===== config.mk =====
export PLATFORM = sky130hd
export DESIGN_NAME = gbr_hacc
export DESIGN_NICKNAME = d
export VERILOG_FILES = /design/src/hdl/gbr_pkg.sv /design/src/hdl/gbr_hacc.sv
export SDC_FILE = /design/constraint.sdc
export NUM_CORES = 1
export LEC_CHECK = 0
export BUFFER_PORTS_ARGS = -buffer_cell sky130_fd_sc_hd__buf_2
export CAP_MARGIN = 20
export CORE_MARGIN = 1.5
export CORE_UTILIZATION = 45
export CTS_CLUSTER_SIZE = 30
export DETAILED_ROUTE_END_ITERATION = 10
export GPL_TIMING_DRIVEN = 0
export PLACE_DENSITY = 0.62
export SLEW_MARGIN = 30
export SYNTH_ARGS = -nofsm -noshare
export SYNTH_HDL_FRONTEND = slang
export SYNTH_SLANG_ARGS = --single-unit

===== constraint.sdc =====
create_clock -name clk_i -period 12.08 [get_ports clk_i]
set_input_delay 1.208 -clock clk_i [delete_from_list [all_inputs] [get_ports clk_i]]
set_output_delay 1.208 -clock clk_i [all_outputs]
set_load 0.01 [all_outputs]

===== src/hdl/gbr_pkg.sv =====
package gbr_pkg;

  localparam int unsigned WIN    = 7;
  localparam int unsigned HALF   = 3;
  localparam int unsigned PIX_W  = 8;
  localparam int unsigned COEF_W = 16;
  localparam int unsigned ROW_W  = 12;
  localparam int unsigned WT_W   = 19;
  localparam int unsigned VSUM_W = 27;
  localparam int unsigned ACC_W  = 46;
  localparam int unsigned FRAC_W = 32;

  typedef enum logic [2:0] {
    CFG_FRAME_WIDTH  = 3'd0,
    CFG_FRAME_HEIGHT = 3'd1,
    CFG_COEF_CENTER  = 3'd2,
    CFG_COEF_ONE     = 3'd3,
    CFG_COEF_TWO     = 3'd4,
    CFG_COEF_THREE   = 3'd5
  } cfg_idx_e;

  typedef enum logic [1:0] {
    ST_IDLE,
    ST_WGT,
    ST_ISSUE,
    ST_WAIT
  } state_e;

  typedef struct packed {
    logic              wclr;
    logic              wadd;
    logic [COEF_W-1:0] wval;
    logic              we;
    logic [PIX_W-1:0]  wdata;
  } cell_ctl_t;

  // row index mod 7: octal digits sum, then fold
  function automatic logic [2:0] mod7(input logic [ROW_W-1:0] v);
    logic [4:0] s;
    logic [3:0] t;
    s = 5'(v[2:0]) + 5'(v[5:3]) + 5'(v[8:6]) + 5'(v[11:9]);
    t = 4'(s[2:0]) + 4'(s[4:3]);
    if (t >= 4'd7) begin
      t = t - 4'd7;
    end
    return t[2:0];
  endfunction

  // distance of window tap k from the center
  function automatic logic [1:0] tap_ofs(input logic [2:0] k);
    logic [2:0] d;
    if (k < 3'(HALF)) begin
      d = 3'(HALF) - k;
    end else begin
      d = k - 3'(HALF);
    end
    return d[1:0];
  endfunction

endpackage


===== src/hdl/gbr_hacc.sv =====
module gbr_hacc import gbr_pkg::*; (
  input  logic                   clk_i,
  input  logic                   rst_ni,
  input  logic                   vld_i,
  input  logic [VSUM_W-1:0]      vsum_i,
  input  logic [3:0][COEF_W-1:0] coef_i,
  output logic                   res_vld_o,
  output logic [PIX_W-1:0]       res_o
);

  localparam int unsigned PROD_W = VSUM_W + COEF_W;

  logic              vin_q;
  logic [2:0]        cnt_q;
  logic [PROD_W-1:0] prod_q;
  logic              pv_q;
  logic              plast_q;
  logic [ACC_W-1:0]  acc_q;
  logic [ACC_W-1:0]  sum;
  logic              res_vld_q;
  logic [PIX_W-1:0]  res_q;

  assign sum = acc_q + ACC_W'(prod_q);

  always_ff @(posedge clk_i or negedge rst_ni) begin
    if (!rst_ni) begin
      vin_q     <= 1'b0;
      cnt_q     <= '0;
      pv_q      <= 1'b0;
      plast_q   <= 1'b0;
      acc_q     <= '0;
      res_vld_q <= 1'b0;
    end else begin
      vin_q     <= vld_i;
      pv_q      <= vin_q;
      plast_q   <= vin_q && (cnt_q == 3'(WIN - 1));
      res_vld_q <= pv_q && plast_q;
      if (vin_q) begin
        cnt_q <= (cnt_q == 3'(WIN - 1)) ? 3'd0 : cnt_q + 3'd1;
      end
      if (pv_q) begin
        acc_q <= plast_q ? '0 : sum;
      end
    end
  end

  always_ff @(posedge clk_i) begin
    if (vin_q) begin
      prod_q <= PROD_W'(vsum_i) * PROD_W'(coef_i[tap_ofs(cnt_q)]);
    end
    if (pv_q && plast_q) begin
      res_q <= (|sum[ACC_W-1:FRAC_W+PIX_W]) ? '1 : sum[FRAC_W+PIX_W-1:FRAC_W];
    end
  end

  assign res_vld_o = res_vld_q;
  assign res_o     = res_q;

endmodule


==> flow_metrics.tcl <==
set metrics [dict create \
    numCtsBuffers 9 \
    root_buffer "clkbuf_16" \
    cp-start-kind "flop" \
    cts_tree "yes" \
    die_y_um 215 \
    crit_required_ns 12.19 \
    clockBufferDepth 2 \
    synth_area_leaders "fa_1 (35%), ha_1 (9.9%), edfxtp_1 (7.6%)" \
    synth_seq_cells 104 \
    cts_resized 0 \
    globalplace.congestion 0.931 \
    min_period_ns 10.56 \
    worstPathArrival_ns 10.67 \
    firstDrtPassIters 6 \
    ctsHoldBuffers 0 \
    synth_top_area_frac 0.345 \
    rsz0062_at_grt "false" \
    clock-skew-final_ns 0.0136 \
    cts-htree-levels 3 \
    cts_setup_buffers 0 \
    status "completed" \
    portBuffers 102 \
    grt_pass1_wl_um 89300 \
    drcViolationCount 0 \
    grt_pass1_vias 16200 \
    start_util 0.457 \
    async_reset_ff_frac 0.510 \
    num_rows 77 \
    num_io_pins 103 \
    critPathKind "flop to flop" \
    fin_nets 2874 \
    via_count 15500 \
    synth_nets 2760 \
    slew_headroom 0.311 \
    setup-tns-final_ns 0 \
    synth_top_cells_by_count "inv_1 (391), fa_1 (349), nand2_1 (306)" \
    final-hold-violation-count 0 \
    dpl.hpwl_um 45700 \
    slew_violations 0 \
    ant_nets 0 \
    clkTransAtPathRegs_ns 0.07 \
    cts.sinks 104 \
    grt_usage 0.247 \
    synth_cell_types 82 \
    worstSetupEndpointType "flop" \
    wl_per_cell_um 19.4 \
    overflow 0 \
    fin_crit_sh 0.874 \
    yosys_warnings 0 \
    synth_edf_count 51 \
    viasPerCell 5.39 \
    syn_area_mm2 0.0202 \
    syn_to_final_growth_pct 7.74 \
    drtIter0Drc 1049 \
    die_w_um 215 \
    synthFlopType "dfrtp_1" \
    crit_slowest_cell "a41oi_1" \
    synth-seq-area-share 0.141 \
    layout-drive-gt1-share 0.0817 \
    min_path_type "flop to flop" \
    max_slew.worst_pin.slew_ns 1.03 \
    drv_cap 0 \
    max_freq_mhz 94.7 \
    synth_area_leader_cell "fa_1" \
    antenna_cells 0 \
    max_stage_delay_ns 0.65 \
    antenna_found_initial 2 \
    postSynthAreaPerCell_um2 9.38 \
    drt_wl_total_um 55600 \
    cp_common_cell "fa_1" \
    worstPathMaxFanout 10 \
    yosysMostFrequentCell "inv_1" \
    dieArea_mm2 0.0462 \
    core-area_mm2 0.0443 \
    clk-insertion-delay-late_ns 0.36 \
    grt_max_degree 54 \
    synth_cells 2157 \
    finalSetupViolations 0 \
]
metal layers:
metal | share of wire | GRT usage
met5 | 0 | 0
met4 | 0.036 | 0.0893
met3 | 0.059 | 0.0285
met2 | 0.46 | 0.399
met1 | 0.44 | 0.345
worst paths after layout:
| check | startpoint | end | slack (ns) | cells after the start |
|---|---|---|---|---|
| min in group asynchronous | rst_ni | res_vld_o$_DFF_PN0_ | 0.91 | 1 |
| hold reg to reg | acc_q[33]$_DFFE_PN0P_ | acc_q[33]$_DFFE_PN0P_ | 0.49 | 1 |
| setup / recovery | cnt_q[0]$_DFFE_PN0P_ | prod_q[40]$_DFFE_PP_ | 1.52 | 30 |
| setup reg to reg | cnt_q[0]$_DFFE_PN0P_ | prod_q[40]$_DFFE_PP_ | 1.52 | 30 |
| max in group asynchronous | rst_ni | vin_q$_DFF_PN0_ | 10.64 | 1 |
| hold / removal | acc_q[33]$_DFFE_PN0P_ | acc_q[33]$_DFFE_PN0P_ | 0.49 | 1 |
stage by stage:
step | setup slack (ns) | util | std cells | cell area, um2 | hold WS (ns)
6_report | 1.52 | 0.492 | 2868 | 21800 | 0.493
3_3_place_gp | 1.80 | 0.485 | 2851 | 21500 | 0.477
3_5_place_dp | 1.59 | 0.485 | 2852 | 21500 | 0.481
2_1_floorplan | 3.71 | - | 2157 | 20200 | 0.450
4_1_cts | 1.55 | 0.492 | 2868 | 21800 | 0.498
5_1_grt | 0.904 | 0.492 | 2868 | 21800 | 0.522
layout by cell type, fill, tap and decap left out, drive strengths merged, types with 16 or more instances in the layout:
cell,instances
xnor2,50
mux4,16
inv,393
nor2,50
and2,194
o21ai,52
fa,349
dfrtp,53
edfxtp,51
nand2,311
xor2,20
nand3,21
a21o,48
a22o,24
clkbuf,86
buf,115
ha,160
a21oi,81
cell families after synthesis:
logic type | Yosys count | synth area share
buffers and inverters | 479 | 0.0905
XOR/XNOR | 70 | 0.0303
flip-flops | 104 | 0.141
adder cells (fa/ha/maj) | 509 | 0.444
AND/OR/NAND/NOR | 645 | 0.157
multiplexers | 21 | 0.0203
AO/OA/AOI/OAI | 329 | 0.116
critical path, delay by kind of cell, from the launching register on:
| kind | cells | cell delay [ns] |
|---|---|---|
| xor+xnor | 1 | 0.08 |
| mux | 1 | 0.31 |
| compound gates | 9 | 2.73 |
| flops | 1 | 0.42 |
| fa+ha+maj | 8 | 3.73 |
| simple gates | 1 | 0.17 |
| buf+inv | 10 | 2.87 |
flip-flops by register name (all words and copies together), names as in the netlist:
register,flops
prod_q,43
cnt_q,3
plast_q,1
res_vld_o,1
vin_q,1
res_o,8
pv_q,1
acc_q,46
layout make-up:
class                   instances  area [um2]
inverters                     392        1470
multi-input cells            1574       15500
clock buffers                  11         233
flip-flops and latches        104        2860
fillers                      4270       22500
clock inverters                 5        57.6
plain buffers                  87         359
well taps                     592         741
repair buffers                103         533
Power is left out: the tool's default activity adds up to more than one toggle a clock period on the data nets, which glitch-free logic cannot reach.
